--- src/design/des_pkg.sv ---
// Package with DES permutation tables, S-boxes and the round helper functions.
package des_pkg;

    localparam int NUM_ROUNDS = 16;

    typedef struct packed {
        logic [31:0] l;
        logic [31:0] r;
    } des_lr_t;

    localparam logic [6:0] TAB_IP [64] = '{
        7'd58, 7'd50, 7'd42, 7'd34, 7'd26, 7'd18, 7'd10, 7'd2,
        7'd60, 7'd52, 7'd44, 7'd36, 7'd28, 7'd20, 7'd12, 7'd4,
        7'd62, 7'd54, 7'd46, 7'd38, 7'd30, 7'd22, 7'd14, 7'd6,
        7'd64, 7'd56, 7'd48, 7'd40, 7'd32, 7'd24, 7'd16, 7'd8,
        7'd57, 7'd49, 7'd41, 7'd33, 7'd25, 7'd17, 7'd9,  7'd1,
        7'd59, 7'd51, 7'd43, 7'd35, 7'd27, 7'd19, 7'd11, 7'd3,
        7'd61, 7'd53, 7'd45, 7'd37, 7'd29, 7'd21, 7'd13, 7'd5,
        7'd63, 7'd55, 7'd47, 7'd39, 7'd31, 7'd23, 7'd15, 7'd7};

    localparam logic [6:0] TAB_FP [64] = '{
        7'd40, 7'd8, 7'd48, 7'd16, 7'd56, 7'd24, 7'd64, 7'd32,
        7'd39, 7'd7, 7'd47, 7'd15, 7'd55, 7'd23, 7'd63, 7'd31,
        7'd38, 7'd6, 7'd46, 7'd14, 7'd54, 7'd22, 7'd62, 7'd30,
        7'd37, 7'd5, 7'd45, 7'd13, 7'd53, 7'd21, 7'd61, 7'd29,
        7'd36, 7'd4, 7'd44, 7'd12, 7'd52, 7'd20, 7'd60, 7'd28,
        7'd35, 7'd3, 7'd43, 7'd11, 7'd51, 7'd19, 7'd59, 7'd27,
        7'd34, 7'd2, 7'd42, 7'd10, 7'd50, 7'd18, 7'd58, 7'd26,
        7'd33, 7'd1, 7'd41, 7'd9,  7'd49, 7'd17, 7'd57, 7'd25};

    localparam logic [5:0] TAB_E [48] = '{
        6'd32, 6'd1,  6'd2,  6'd3,  6'd4,  6'd5,
        6'd4,  6'd5,  6'd6,  6'd7,  6'd8,  6'd9,
        6'd8,  6'd9,  6'd10, 6'd11, 6'd12, 6'd13,
        6'd12, 6'd13, 6'd14, 6'd15, 6'd16, 6'd17,
        6'd16, 6'd17, 6'd18, 6'd19, 6'd20, 6'd21,
        6'd20, 6'd21, 6'd22, 6'd23, 6'd24, 6'd25,
        6'd24, 6'd25, 6'd26, 6'd27, 6'd28, 6'd29,
        6'd28, 6'd29, 6'd30, 6'd31, 6'd32, 6'd1};

    localparam logic [5:0] TAB_P [32] = '{
        6'd16, 6'd7,  6'd20, 6'd21, 6'd29, 6'd12, 6'd28, 6'd17,
        6'd1,  6'd15, 6'd23, 6'd26, 6'd5,  6'd18, 6'd31, 6'd10,
        6'd2,  6'd8,  6'd24, 6'd14, 6'd32, 6'd27, 6'd3,  6'd9,
        6'd19, 6'd13, 6'd30, 6'd6,  6'd22, 6'd11, 6'd4,  6'd25};

    localparam logic [6:0] TAB_PC1 [56] = '{
        7'd57, 7'd49, 7'd41, 7'd33, 7'd25, 7'd17, 7'd9,  7'd1,
        7'd58, 7'd50, 7'd42, 7'd34, 7'd26, 7'd18, 7'd10, 7'd2,
        7'd59, 7'd51, 7'd43, 7'd35, 7'd27, 7'd19, 7'd11, 7'd3,
        7'd60, 7'd52, 7'd44, 7'd36, 7'd63, 7'd55, 7'd47, 7'd39,
        7'd31, 7'd23, 7'd15, 7'd7,  7'd62, 7'd54, 7'd46, 7'd38,
        7'd30, 7'd22, 7'd14, 7'd6,  7'd61, 7'd53, 7'd45, 7'd37,
        7'd29, 7'd21, 7'd13, 7'd5,  7'd28, 7'd20, 7'd12, 7'd4};

    localparam logic [5:0] TAB_PC2 [48] = '{
        6'd14, 6'd17, 6'd11, 6'd24, 6'd1,  6'd5,  6'd3,  6'd28,
        6'd15, 6'd6,  6'd21, 6'd10, 6'd23, 6'd19, 6'd12, 6'd4,
        6'd26, 6'd8,  6'd16, 6'd7,  6'd27, 6'd20, 6'd13, 6'd2,
        6'd41, 6'd52, 6'd31, 6'd37, 6'd47, 6'd55, 6'd30, 6'd40,
        6'd51, 6'd45, 6'd33, 6'd48, 6'd44, 6'd49, 6'd39, 6'd56,
        6'd34, 6'd53, 6'd46, 6'd42, 6'd50, 6'd36, 6'd29, 6'd32};

    // Total left rotation of the C and D halves after each round.
    localparam logic [4:0] TAB_ROT_SUM [NUM_ROUNDS] = '{
        5'd1,  5'd2,  5'd4,  5'd6,  5'd8,  5'd10, 5'd12, 5'd14,
        5'd15, 5'd17, 5'd19, 5'd21, 5'd23, 5'd25, 5'd27, 5'd28};

    localparam logic [3:0] SBOX [8][64] = '{
        '{4'd14,4'd4,4'd13,4'd1,4'd2,4'd15,4'd11,4'd8,4'd3,4'd10,4'd6,4'd12,4'd5,4'd9,4'd0,4'd7,
          4'd0,4'd15,4'd7,4'd4,4'd14,4'd2,4'd13,4'd1,4'd10,4'd6,4'd12,4'd11,4'd9,4'd5,4'd3,4'd8,
          4'd4,4'd1,4'd14,4'd8,4'd13,4'd6,4'd2,4'd11,4'd15,4'd12,4'd9,4'd7,4'd3,4'd10,4'd5,4'd0,
          4'd15,4'd12,4'd8,4'd2,4'd4,4'd9,4'd1,4'd7,4'd5,4'd11,4'd3,4'd14,4'd10,4'd0,4'd6,4'd13},
        '{4'd15,4'd1,4'd8,4'd14,4'd6,4'd11,4'd3,4'd4,4'd9,4'd7,4'd2,4'd13,4'd12,4'd0,4'd5,4'd10,
          4'd3,4'd13,4'd4,4'd7,4'd15,4'd2,4'd8,4'd14,4'd12,4'd0,4'd1,4'd10,4'd6,4'd9,4'd11,4'd5,
          4'd0,4'd14,4'd7,4'd11,4'd10,4'd4,4'd13,4'd1,4'd5,4'd8,4'd12,4'd6,4'd9,4'd3,4'd2,4'd15,
          4'd13,4'd8,4'd10,4'd1,4'd3,4'd15,4'd4,4'd2,4'd11,4'd6,4'd7,4'd12,4'd0,4'd5,4'd14,4'd9},
        '{4'd10,4'd0,4'd9,4'd14,4'd6,4'd3,4'd15,4'd5,4'd1,4'd13,4'd12,4'd7,4'd11,4'd4,4'd2,4'd8,
          4'd13,4'd7,4'd0,4'd9,4'd3,4'd4,4'd6,4'd10,4'd2,4'd8,4'd5,4'd14,4'd12,4'd11,4'd15,4'd1,
          4'd13,4'd6,4'd4,4'd9,4'd8,4'd15,4'd3,4'd0,4'd11,4'd1,4'd2,4'd12,4'd5,4'd10,4'd14,4'd7,
          4'd1,4'd10,4'd13,4'd0,4'd6,4'd9,4'd8,4'd7,4'd4,4'd15,4'd14,4'd3,4'd11,4'd5,4'd2,4'd12},
        '{4'd7,4'd13,4'd14,4'd3,4'd0,4'd6,4'd9,4'd10,4'd1,4'd2,4'd8,4'd5,4'd11,4'd12,4'd4,4'd15,
          4'd13,4'd8,4'd11,4'd5,4'd6,4'd15,4'd0,4'd3,4'd4,4'd7,4'd2,4'd12,4'd1,4'd10,4'd14,4'd9,
          4'd10,4'd6,4'd9,4'd0,4'd12,4'd11,4'd7,4'd13,4'd15,4'd1,4'd3,4'd14,4'd5,4'd2,4'd8,4'd4,
          4'd3,4'd15,4'd0,4'd6,4'd10,4'd1,4'd13,4'd8,4'd9,4'd4,4'd5,4'd11,4'd12,4'd7,4'd2,4'd14},
        '{4'd2,4'd12,4'd4,4'd1,4'd7,4'd10,4'd11,4'd6,4'd8,4'd5,4'd3,4'd15,4'd13,4'd0,4'd14,4'd9,
          4'd14,4'd11,4'd2,4'd12,4'd4,4'd7,4'd13,4'd1,4'd5,4'd0,4'd15,4'd10,4'd3,4'd9,4'd8,4'd6,
          4'd4,4'd2,4'd1,4'd11,4'd10,4'd13,4'd7,4'd8,4'd15,4'd9,4'd12,4'd5,4'd6,4'd3,4'd0,4'd14,
          4'd11,4'd8,4'd12,4'd7,4'd1,4'd14,4'd2,4'd13,4'd6,4'd15,4'd0,4'd9,4'd10,4'd4,4'd5,4'd3},
        '{4'd12,4'd1,4'd10,4'd15,4'd9,4'd2,4'd6,4'd8,4'd0,4'd13,4'd3,4'd4,4'd14,4'd7,4'd5,4'd11,
          4'd10,4'd15,4'd4,4'd2,4'd7,4'd12,4'd9,4'd5,4'd6,4'd1,4'd13,4'd14,4'd0,4'd11,4'd3,4'd8,
          4'd9,4'd14,4'd15,4'd5,4'd2,4'd8,4'd12,4'd3,4'd7,4'd0,4'd4,4'd10,4'd1,4'd13,4'd11,4'd6,
          4'd4,4'd3,4'd2,4'd12,4'd9,4'd5,4'd15,4'd10,4'd11,4'd14,4'd1,4'd7,4'd6,4'd0,4'd8,4'd13},
        '{4'd4,4'd11,4'd2,4'd14,4'd15,4'd0,4'd8,4'd13,4'd3,4'd12,4'd9,4'd7,4'd5,4'd10,4'd6,4'd1,
          4'd13,4'd0,4'd11,4'd7,4'd4,4'd9,4'd1,4'd10,4'd14,4'd3,4'd5,4'd12,4'd2,4'd15,4'd8,4'd6,
          4'd1,4'd4,4'd11,4'd13,4'd12,4'd3,4'd7,4'd14,4'd10,4'd15,4'd6,4'd8,4'd0,4'd5,4'd9,4'd2,
          4'd6,4'd11,4'd13,4'd8,4'd1,4'd4,4'd10,4'd7,4'd9,4'd5,4'd0,4'd15,4'd14,4'd2,4'd3,4'd12},
        '{4'd13,4'd2,4'd8,4'd4,4'd6,4'd15,4'd11,4'd1,4'd10,4'd9,4'd3,4'd14,4'd5,4'd0,4'd12,4'd7,
          4'd1,4'd15,4'd13,4'd8,4'd10,4'd3,4'd7,4'd4,4'd12,4'd5,4'd6,4'd11,4'd0,4'd14,4'd9,4'd2,
          4'd7,4'd11,4'd4,4'd1,4'd9,4'd12,4'd14,4'd2,4'd0,4'd6,4'd10,4'd13,4'd15,4'd3,4'd5,4'd8,
          4'd2,4'd1,4'd14,4'd7,4'd4,4'd10,4'd8,4'd13,4'd15,4'd12,4'd9,4'd0,4'd3,4'd5,4'd6,4'd11}};

    // Table entries count bits from the MSB starting at 1.
    function automatic logic [63:0] perm_ip(logic [63:0] x);
        logic [63:0] y;
        for (int i = 0; i < 64; i++) begin
            y[63 - i] = x[64 - int'(TAB_IP[i])];
        end
        return y;
    endfunction

    function automatic logic [63:0] perm_fp(logic [63:0] x);
        logic [63:0] y;
        for (int i = 0; i < 64; i++) begin
            y[63 - i] = x[64 - int'(TAB_FP[i])];
        end
        return y;
    endfunction

    function automatic logic [55:0] perm_pc1(logic [63:0] x);
        logic [55:0] y;
        for (int i = 0; i < 56; i++) begin
            y[55 - i] = x[64 - int'(TAB_PC1[i])];
        end
        return y;
    endfunction

    function automatic logic [27:0] rot28(logic [27:0] v, int s);
        logic [27:0] y;
        int idx;
        for (int i = 0; i < 28; i++) begin
            idx = i - s;
            if (idx < 0) begin
                idx = idx + 28;
            end
            y[i] = v[idx];
        end
        return y;
    endfunction

    function automatic logic [47:0] round_subkey(logic [55:0] cd, int round_idx);
        logic [55:0] rcd;
        logic [47:0] k;
        rcd = {rot28(cd[55:28], int'(TAB_ROT_SUM[round_idx])),
               rot28(cd[27:0], int'(TAB_ROT_SUM[round_idx]))};
        for (int i = 0; i < 48; i++) begin
            k[47 - i] = rcd[56 - int'(TAB_PC2[i])];
        end
        return k;
    endfunction

    function automatic logic [31:0] feistel(logic [31:0] r, logic [47:0] subkey);
        logic [47:0] x;
        logic [5:0] b;
        logic [31:0] s;
        logic [31:0] y;
        for (int i = 0; i < 48; i++) begin
            x[47 - i] = r[32 - int'(TAB_E[i])];
        end
        x = x ^ subkey;
        for (int i = 0; i < 8; i++) begin
            b = x[47 - 6 * i -: 6];
            s[31 - 4 * i -: 4] = SBOX[i][{b[5], b[0], b[4:1]}];
        end
        for (int i = 0; i < 32; i++) begin
            y[31 - i] = s[32 - int'(TAB_P[i])];
        end
        return y;
    endfunction

endpackage

--- src/design/des_round_cell.sv ---
// One DES Feistel round as a pipeline cell with its own valid and ready.
module des_round_cell
    import des_pkg::*;
#(
    parameter int ROUND_IDX = 0
) (
    input  logic        aclk,
    input  logic        aresetn,
    input  logic [55:0] key_cd,
    input  logic        in_valid,
    output logic        in_ready,
    input  des_lr_t     in_data,
    output logic        out_valid,
    input  logic        out_ready,
    output des_lr_t     out_data
);

    logic    valid_reg;
    logic    valid_next;
    des_lr_t data_reg;
    des_lr_t data_next;
    logic    load;

    assign in_ready = ~valid_reg | out_ready;
    assign load     = in_valid & in_ready;

    always_comb begin
        valid_next = in_ready ? in_valid : valid_reg;
        data_next.l = in_data.r;
        data_next.r = in_data.l ^ feistel(in_data.r, round_subkey(key_cd, ROUND_IDX));
    end

    always_ff @(posedge aclk) begin
        if (!aresetn) begin
            valid_reg <= 1'b0;
        end else begin
            valid_reg <= valid_next;
        end
    end

    always_ff @(posedge aclk) begin
        if (load) begin
            data_reg <= data_next;
        end
    end

    assign out_valid = valid_reg;
    assign out_data  = data_reg;

endmodule

--- config.mk ---
export PLATFORM = sky130hd
export DESIGN_NAME = des_round_cell
export DESIGN_NICKNAME = d
export VERILOG_FILES = /design/src/design/des_pkg.sv /design/src/design/des_round_cell.sv
export SDC_FILE = /design/constraint.sdc
export NUM_CORES = 1
export LEC_CHECK = 0
export BUFFER_PORTS_ARGS = -buffer_cell sky130_fd_sc_hd__buf_2
export CAP_MARGIN = 20
export CORE_MARGIN = 2
export CORE_UTILIZATION = 40
export CTS_CLUSTER_SIZE = 16
export DETAILED_ROUTE_END_ITERATION = 6
export PLACE_DENSITY = 0.76
export SETUP_SLACK_MARGIN = 0.2
export SYNTH_ARGS = -nofsm -noshare
export SYNTH_HDL_FRONTEND = slang
export SYNTH_SLANG_ARGS = --single-unit
--- constraint.sdc ---
create_clock -name aclk -period 2.45 [get_ports aclk]
set_input_delay 0.3675 -clock aclk [delete_from_list [all_inputs] [get_ports aclk]]
set_output_delay 0.3675 -clock aclk [all_outputs]
set_load 0.01 [all_outputs]
==> flow_metrics.env, run 1 <==
export IMPL_start_util_pct=40.49
export IMPL_r2r_start="out_valid"
export IMPL_leakage_nw=4.202
export IMPL_p_clk_share_pct=23.4
export IMPL_max_freq_mhz=468.0
export IMPL_p_switching_mw=1.970
export IMPL_report_final_hold_viol_count=0
export IMPL_tightest_slew_ns=0.6781
export IMPL_finalCriticalPeriod_ns=2.137
export IMPL_vias=6873
export IMPL_worst_ep_arrival_time_ns=2.22
export IMPL_worst_ep_required_time_ns=2.53
export IMPL_die_h_um=140.9
export IMPL_hold_path_startpoint="in_data[21]"
export IMPL_dp_hpwl_mm=14.95
export IMPL_hp_class="input pin to flop"
export IMPL_grt_setup_unrepaired="no"
export IMPL_syn_inst=758
export IMPL_wire_per_inst_um=15.16
export IMPL_multiInputGateArea_sq_mm=0.005490
export IMPL_fin_cells=1262
export IMPL_wl_mm=19.13
export IMPL_utilization_pct=53.48
export IMPL_crit_type="input pin to flop"
export IMPL_critPathCapture="out_data[18]"
export IMPL_drt_iter0_markers=411
export IMPL_yosys_area_top_type="edfxtp_1"
export IMPL_netlist_cell_type_count=61
export IMPL_core_area_sq_mm=0.01852
export IMPL_pwr_share_seq_pct=26.5
export IMPL_tritoncts="yes"
export IMPL_synth_seq_cells=65
export IMPL_ir_worst_vdd_mv=0.2931
export IMPL_syn_cell_area_sq_mm=0.007498
export IMPL_internal_power_mw=3.508
export IMPL_avgSynthCellArea_sq_um=9.892
export IMPL_status="complete, no violations"
export IMPL_cts_root_buf="clkbuf_16"
export IMPL_comb_power_share_pct=50.2
export IMPL_final_cell_mix="buf_2, buf_4, nand2_1"
export IMPL_clock_sinks=65
export IMPL_yosysSeqAreaShare_pct=25.90
export IMPL_synth_top_area_share_pct=25.63
export IMPL_synth_area_leaders="edfxtp_1, ha_1, mux4_2"
export IMPL_die_w_um=140.9
export IMPL_ant_nets=0
export IMPL_layout_commonest_cell="buf_2"
export IMPL_grt_pass1_wl_mm=31.77
export IMPL_grt_antenna_before_repair=1
export IMPL_clock_path_buffers=2
export IMPL_worstPathMaxFanout=10
export IMPL_slew_violations=0
export IMPL_power_density_mw_per_mm2=553.1
export IMPL_post_cts_setup_buffers=0
export IMPL_drt_pre_antenna_iters=5
export IMPL_startpoint="in_data[12]"
export IMPL_totalPowerFinal_mw=5.478
export IMPL_skew_ns=0.006584
export IMPL_fin_tns_setup_ns=0
export IMPL_fill_cells=1660
export IMPL_p_sw_share_pct=35.96
export IMPL_seq_area_sq_mm=0.001942
export IMPL_synth_edf_count=64
export IMPL_r2r_cells=3
export IMPL_grt_max_degree=33
export IMPL_r2r_end="out_data[0]"
export IMPL_overflow=0
export IMPL_worstSetupStartpointType="input pin"
export IMPL_fin_nets=1208
export IMPL_numCtsBuffers=9
export IMPL_via_per_inst=5.446
export IMPL_setup_viol=0
export IMPL_fp_row_count=50
export IMPL_end_kind="flop"
export IMPL_fin_crit_sh_pct=87.22
export IMPL_port_buffers=181
export IMPL_holdBufCountCts=0
export IMPL_drc=0
export IMPL_syn_to_final_growth_pct=32.07
export IMPL_synth_nets=944
export IMPL_pin_count=190
export IMPL_grt_pass1_vias=6758
export IMPL_track_usage_pct=19.26
export IMPL_yosys_warnings=0
export IMPL_place_gp_congestion=0.8851
export IMPL_maxCapViolCount=0
export IMPL_drive_gt1_share_pct=37.78
export IMPL_die_area_sq_mm=0.01986
export IMPL_r2r_setup_slack_ns=1.07
export IMPL_htree_num_levels=3
export IMPL_relSlewSlack_pct=54.57
export IMPL_clk_latency_ns=0.33
export IMPL_synth_top_flop_cell="edfxtp_1"
export IMPL_cts_reportedPaths_clkPinSlew_ns=0.06
export IMPL_async_flop_share_pct=0
export IMPL_placed_cells=1245
## stage by stage
step                setup WS (ns)  hold slack, ns  area [sq um]
floorplan                  0.1946          0.4664          7731
global placement         -0.02715          0.5174          9584
detailed placement       -0.05052          0.5553          9584
CTS                        0.3008          0.2360          9871
global route               0.2403          0.2378          9903
finish                     0.3132          0.2513          9903
## synth_stat cells, types with 4 or more instances
cell       number
a221oi_1        5
mux4_2         32
a211oi_1       18
xnor2_1        59
a2111oi_0       4
xor2_2         13
xnor2_2        11
o31ai_1         8
nor2_1         50
edfxtp_1       64
buf_2          14
a31oi_1        12
a21o_1          4
o22ai_1         4
inv_2           4
inv_1          34
mux2i_1        37
o21ai_1         6
xor2_1         43
ha_1           62
o21ai_0        30
nand2b_1        4
o2111ai_1       8
o221ai_1        4
nand2_1        66
nor3_1         18
a21oi_1        33
or3_1           5
o211ai_1       30
nand3_1         9
clkbuf_1       20
## repair_timing
item | in CTS | in global routing
endpoints found under the setup margin | 0 | 4
endpoints found under the hold margin | 0 | 0
gates resized for setup | 0 | 3
## final cells by class
type / instances / area share, %
antenna: 1 / 0.02527
clock buffer: 9 / 2.274
clock inverter: 7 / 0.6191
inverter: 39 / 1.491
multi-input combinational: 618 / 55.44
sequential: 65 / 19.61
tap: 234 / 2.956
timing repair buffer: 289 / 17.59
## sequential cells by signal (all words and copies together) (netlist names)
| signal | flops |
|---|---|
| out_valid | 1 |
| out_data | 64 |
## power groups by stage
| stage | registers [mW] | logic [mW] | clock network, mW |
|---|---|---|---|
| finish | 1.45 | 2.75 | 1.28 |
| global placement | 1.47 | 2.65 | 0 |
| CTS | 1.45 | 2.74 | 1.32 |
| detailed placement | 1.47 | 2.73 | 0 |
| floorplan | 1.55 | 1.73 | 0 |
| global route | 1.46 | 3.02 | 1.35 |
## cells by family after synthesis
family	after synthesis	synth area share, %
AOI/OAI and AO/OA	195	17.97
xor gates and xnor gates	127	17.49
adders and majority gates	63	10.48
buffers and inverters	75	4.088
DFF	65	25.90
muxes	71	14.85
and+or+nand+nor	162	9.228
## worst max-delay path: stages
cell,delay (ns)
buf_2,0.14
xor2_4,0.21
ha_1,0.33
buf_4,0.17
nand2b_1,0.19
nand2_1,0.07
mux4_2,0.44
a21oi_1,0.21
xor2_1,0.09
## routing by layer
layer	wire, um	track usage, %
met5	0	0
met4	226	6.316
met3	924	3.601
met2	9927	34.09
met1	8050	23.70
## worst min-delay path by stage
| stage | depth (start not counted) | to | slack (ns) |
|---|---|---|---|
| final | 1 | out_data[53] | 0.25 |
| after global routing | 1 | out_data[53] | 0.24 |
| after global placement | 2 | out_valid | 0.52 |
| after floorplan | 0 | out_data[32] | 0.47 |
| after CTS | 1 | out_data[37] | 0.24 |
| after detailed placement | 2 | out_valid | 0.56 |
(Power assumes the default switching activity.)
==> run 2: changes to the inputs <==
Settings changed: BUFFER_PORTS_ARGS -buffer_cell sky130_fd_sc_hd__buf_2 to default, DONT_BUFFER_PORTS from default to 1, PLACE_DENSITY 0.76 to 0.67.
==> run 2 against run 1 <==
- non-clock buffer count shrank 206
- worst setup slack better by 0.080 ns
- flip-flop and latch count stayed put
- global-route usage fell by 1.4 points
- sequential power rose by 6%
- final cell count decreased by 16%
- utilization decreased by 5.9 points
- fmax increased by 3.9%
- critical path type unchanged
- largest power group unchanged
- highest routed layer unchanged
==> flow_metrics.env, run 2 (synthesized netlist as in run 1, its figures left out) <==
export IMPL_htree_num_levels=3
export IMPL_worst_ep_arrival_time_ns=2.14
export IMPL_wl_mm=17.97
export IMPL_utilization_pct=47.59
export IMPL_grt_max_degree=35
export IMPL_pwr_share_seq_pct=29.3
export IMPL_cts_resized=0
export IMPL_hp_class="input pin to flop"
export IMPL_slowest_delay_ns=0.46
export IMPL_r2r_cells=3
export IMPL_path_depth=8
export IMPL_start_util_pct=40.49
export IMPL_internal_power_mw=3.429
export IMPL_die_h_um=140.9
export IMPL_syn_to_final_growth_pct=17.52
export IMPL_slew_violations=0
export IMPL_layout_setup_ws_ns=0.3928
export IMPL_port_buffers=0
export IMPL_numCtsBuffers=9
export IMPL_pin_count=190
export IMPL_comb_power_share_pct=43.4
export IMPL_vias=5984
export IMPL_clk_latency_ns=0.34
export IMPL_cts_reportedPaths_clkPinSlew_ns=0.06
export IMPL_clock_sinks=65
export IMPL_antenna_cells=0
export IMPL_wire_per_inst_um=17.03
export IMPL_die_area_sq_mm=0.01986
export IMPL_worst_ep_required_time_ns=2.53
export IMPL_overflow=0
export IMPL_tritoncts="yes"
export IMPL_place_ws_ns=0.05582
export IMPL_p_sw_share_pct=34.91
export IMPL_drt_pre_antenna_iters=5
export IMPL_end_kind="flop"
export IMPL_whs_path_depth=0
export IMPL_grt_antenna_before_repair=0
export IMPL_ir_worst_vdd_mv=0.3022
export IMPL_post_cts_setup_buffers=0
export IMPL_fp_row_count=50
export IMPL_fin_crit_sh_pct=83.97
export IMPL_track_usage_pct=17.89
export IMPL_grt_pass1_wl_mm=28.86
export IMPL_maxCapViolCount=0
export IMPL_report_final_hold_viol_count=0
export IMPL_crit_type="input pin to flop"
export IMPL_skew_ns=0.01058
export IMPL_power_density_mw_per_mm2=597.8
export IMPL_drt_iter0_markers=314
export IMPL_largest_reg_flops=64
export IMPL_holdBufCountCts=0
export IMPL_tightest_slew_ns=0.7527
export IMPL_drive_gt1_share_pct=22.29
export IMPL_cts_root_buf="clkbuf_16"
export IMPL_setup_viol=0
export IMPL_place_gp_congestion=0.8981
export IMPL_ant_nets=0
export IMPL_clock_path_buffers=2
export IMPL_fin_nets=1002
export IMPL_status="complete, no violations"
export IMPL_p_switching_mw=1.839
export IMPL_drc=0
export IMPL_fill_cells=1695
export IMPL_cp_num_buf_inv=1
export IMPL_grt_pass1_vias=5647
export IMPL_final_cell_mix="buf_4, nand2_1, edfxtp_1"
export IMPL_via_per_inst=5.672
export IMPL_whs_ns=0.1170
export IMPL_layout_commonest_cell="buf_4"
export IMPL_worstPathMaxFanout=10
export IMPL_worstSetupStartpointType="input pin"
export IMPL_max_freq_mhz=486.1
export IMPL_grt_setup_unrepaired="no"
export IMPL_p_clk_share_pct=27.3
export IMPL_r2r_setup_slack_ns=0.93
export IMPL_critPathTopFamily="multiplexers"
export IMPL_path_cells="xor2_4 > ha_1 > buf_4 > nand2b_1 > nand2_1 > mux4_2 > a21oi_1 > xor2_1"
export IMPL_leakage_nw=3.376
export IMPL_fin_tns_setup_ns=0
export IMPL_dp_hpwl_mm=13.96
export IMPL_finalCriticalPeriod_ns=2.057
export IMPL_worst_path_max_delay_cell="mux4_2"
export IMPL_relSlewSlack_pct=49.46
export IMPL_die_w_um=140.9
export IMPL_core_area_sq_mm=0.01852
==> run 2: stage by stage <==
stage | cell area [sq um] | cells | power (mW)
CTS | 8812 | 1055 | 5.321
floorplan | 7731 | 758 | 3.279
global placement | 8491 | 1039 | 3.814
global route | 8812 | 1055 | 5.604
detailed placement | 8491 | 1039 | 3.856
finish | 8812 | 1055 | 5.268
==> run 2: cell type report <==
| class | instances | area (sq um) | share of cell area [%] |
|---|---|---|---|
| Clock inverter | 6 | 92.59 | 1.051 |
| Inverter | 39 | 147.6 | 1.675 |
| Sequential cell | 65 | 1942 | 22.04 |
| Multi-Input combinational cell | 618 | 5460 | 61.96 |
| Timing Repair Buffer | 83 | 648.1 | 7.355 |
| Tap cell | 234 | 292.8 | 3.322 |
| Clock buffer | 10 | 229.0 | 2.598 |
==> run 2: final timing paths <==
path               startpoint           end
setup / recovery   key_cd[18]  out_data[18]
hold reg to reg     out_valid     out_valid
setup reg to reg    out_valid  out_data[50]
hold / removal    in_data[26]  out_data[58]
==> run 2: per-layer routing <==
metal	routed length, um	share of wire [%]	global-route usage (%)
met5	0	0	0
met4	350	1.9	5.947
met3	875	4.9	3.329
met2	9069	50	29.91
met1	7673	43	23.47
==> run 2: power by group through the flow <==
stage               clock (mW)  combinational (mW)  sequential [mW]
finish                    1.44                2.29             1.54
global route              1.51                2.54             1.56
CTS                       1.48                2.29             1.55
detailed placement           0                2.29             1.57
global placement             0                2.24             1.57
floorplan                    0                1.73             1.55
==> run 3: changes to the inputs <==
Settings changed: PLACE_DENSITY 0.67 to 0.65.
Clock period 2.45 ns to 1.9 ns, I/O delays scaled along.
==> run 3 against run 2 <==
- via count rose by 7.5%
- register-to-register slack got worse by 0.41 ns
- global-route usage rose by 0.79 points
- critical path type unchanged
==> flow_metrics.env, run 3 (synthesized netlist as in run 1, its figures left out) <==
export IMPL_tightest_slew_ns=0.5449
export IMPL_maxCapViolCount=0
export IMPL_final_area_sq_mm=0.01040
export IMPL_fin_nets=1106
export IMPL_leakage_nw=3.993
export IMPL_whs_path_depth=0
export IMPL_final_cell_mix="buf_4, nand2_1, edfxtp_1"
export IMPL_hold_path_startpoint="in_data[12]"
export IMPL_die_h_um=140.9
export IMPL_hp_class="input pin to flop"
export IMPL_clk_latency_ns=0.33
export IMPL_drc=0
export IMPL_r2r_end="out_data[10]"
export IMPL_end_kind="flop"
export IMPL_place_gp_congestion=0.8743
export IMPL_crit_type="input pin to flop"
export IMPL_overflow=0
export IMPL_max_freq_mhz=558.0
export IMPL_r2r_cells=3
export IMPL_worstPathMaxFanout=4
export IMPL_die_area_sq_mm=0.01986
export IMPL_wl_mm=19.25
export IMPL_grt_pass1_vias=5947
export IMPL_r2r_setup_slack_ns=0.52
export IMPL_utilization_pct=56.16
export IMPL_report_final_hold_viol_count=0
export IMPL_drive_gt1_share_pct=41.41
export IMPL_worstSetupStartpointType="input pin"
export IMPL_port_buffers=0
export IMPL_via_per_inst=5.549
export IMPL_layout_setup_ws_ns=0.1078
export IMPL_relSlewSlack_pct=63.50
export IMPL_totalPowerFinal_mw=7.446
export IMPL_grt_pass1_wl_mm=30.29
export IMPL_r2r_start="out_valid"
export IMPL_core_area_sq_mm=0.01852
export IMPL_worst_ep_required_time_ns=1.98
export IMPL_cts_root_buf="clkbuf_16"
export IMPL_fill_cells=1552
export IMPL_status="complete, no violations"
export IMPL_clock_sinks=65
export IMPL_grt_max_degree=65
export IMPL_cts_reportedPaths_clkPinSlew_ns=0.06
export IMPL_syn_to_final_growth_pct=38.68
export IMPL_clock_path_buffers=2
export IMPL_worst_ep_arrival_time_ns=1.87
export IMPL_whs_ns=0.04449
export IMPL_numCtsBuffers=9
export IMPL_place_ws_ns=-0.2487
export IMPL_grt_antenna_before_repair=0
export IMPL_holdBufCountCts=0
export IMPL_track_usage_pct=18.68
export IMPL_start_util_pct=40.49
export IMPL_layout_commonest_cell="buf_4"
export IMPL_antenna_cells=0
export IMPL_min_to="out_data[44]"
export IMPL_htree_num_levels=3
export IMPL_dp_hpwl_mm=14.34
export IMPL_fp_row_count=50
export IMPL_ir_worst_vdd_mv=0.4011
export IMPL_tritoncts="yes"
export IMPL_fin_crit_sh_pct=94.33
export IMPL_wire_per_inst_um=16.61
export IMPL_skew_ns=0.007293
export IMPL_power_density_mw_per_mm2=716.1
export IMPL_drt_iter0_markers=245
export IMPL_ant_nets=0
export IMPL_finalCriticalPeriod_ns=1.792
export IMPL_pin_count=190
export IMPL_drt_pre_antenna_iters=4
export IMPL_setup_viol=0
export IMPL_slew_violations=0
export IMPL_grt_setup_unrepaired="yes"
export IMPL_dpl_cell_area_sq_mm=0.009430
export IMPL_largest_reg_flops=64
export IMPL_die_w_um=140.9
export IMPL_vias=6431
## run 3: cell count changes in the layout (fill, tap and decap cells not counted), sizes merged
cell      previous run  this run
buf                 83       187
bufinv               2         1
clkbuf              10        13
clkinvlp             2         0
## run 3: worst max path at each step
| stage | startpoint | depth (start not counted) | to |
|---|---|---|---|
| after floorplan | key_cd[42] | 8 | out_data[6] |
| after global placement | in_data[1] | 7 | out_data[11] |
| after detailed placement | in_data[24] | 5 | out_data[30] |
| after CTS | key_cd[34] | 5 | out_data[30] |
| after global routing | in_data[5] | 9 | out_data[20] |
| final | key_cd[35] | 8 | out_data[6] |
## run 3: layout make-up
| cell class | instances | area, sq um | area share, % |
|---|---|---|---|
| clock inverters | 3 | 40.04 | 0.3850 |
| multi-input cells | 618 | 6146 | 59.10 |
| flip-flops and latches | 65 | 1942 | 18.67 |
| clock buffers | 13 | 260.3 | 2.503 |
| repair buffers | 187 | 1554 | 14.94 |
| inverters | 39 | 163.9 | 1.576 |
| well taps | 234 | 292.8 | 2.816 |
## run 3: report_power, final
group / internal, mW / total [mW] / switching, mW
clock: 1.08 / 1.69 / 0.603
sequential: 1.84 / 2.00 / 0.155
combinational: 1.97 / 3.76 / 1.79
## run 3: layer usage
metal | vias up | part of all wire [%] | GRT usage [%]
met2 | 204 | 52 | 32.81
met4 | 0 | 1.6 | 4.526
met3 | 17 | 5.3 | 3.736
met5 | - | 0 | 0
li1 | 3144 | - | -
met1 | 3066 | 41 | 23.71
## run 3: critical path, cell delays in order
cell	delay, ns
xnor2_4	0.25
ha_4	0.26
inv_4	0.06
nor2_2	0.03
a21o_1	0.16
mux4_2	0.44
mux2_4	0.28
xnor2_1	0.12
## run 3: repair_timing
item                                    in CTS  in global routing
buffers inserted                             8                 14
pin swaps                                   16                 44
endpoints found under the setup margin      15                 30
gates resized for setup                     22                 85
## run 3: stage by stage
step / TNS (ns) / instances
floorplan: -3.222 / 758
global placement: -3.951 / 1121
detailed placement: -4.450 / 1121
CTS: 0 / 1145
global route: 0 / 1159
finish: 0 / 1159
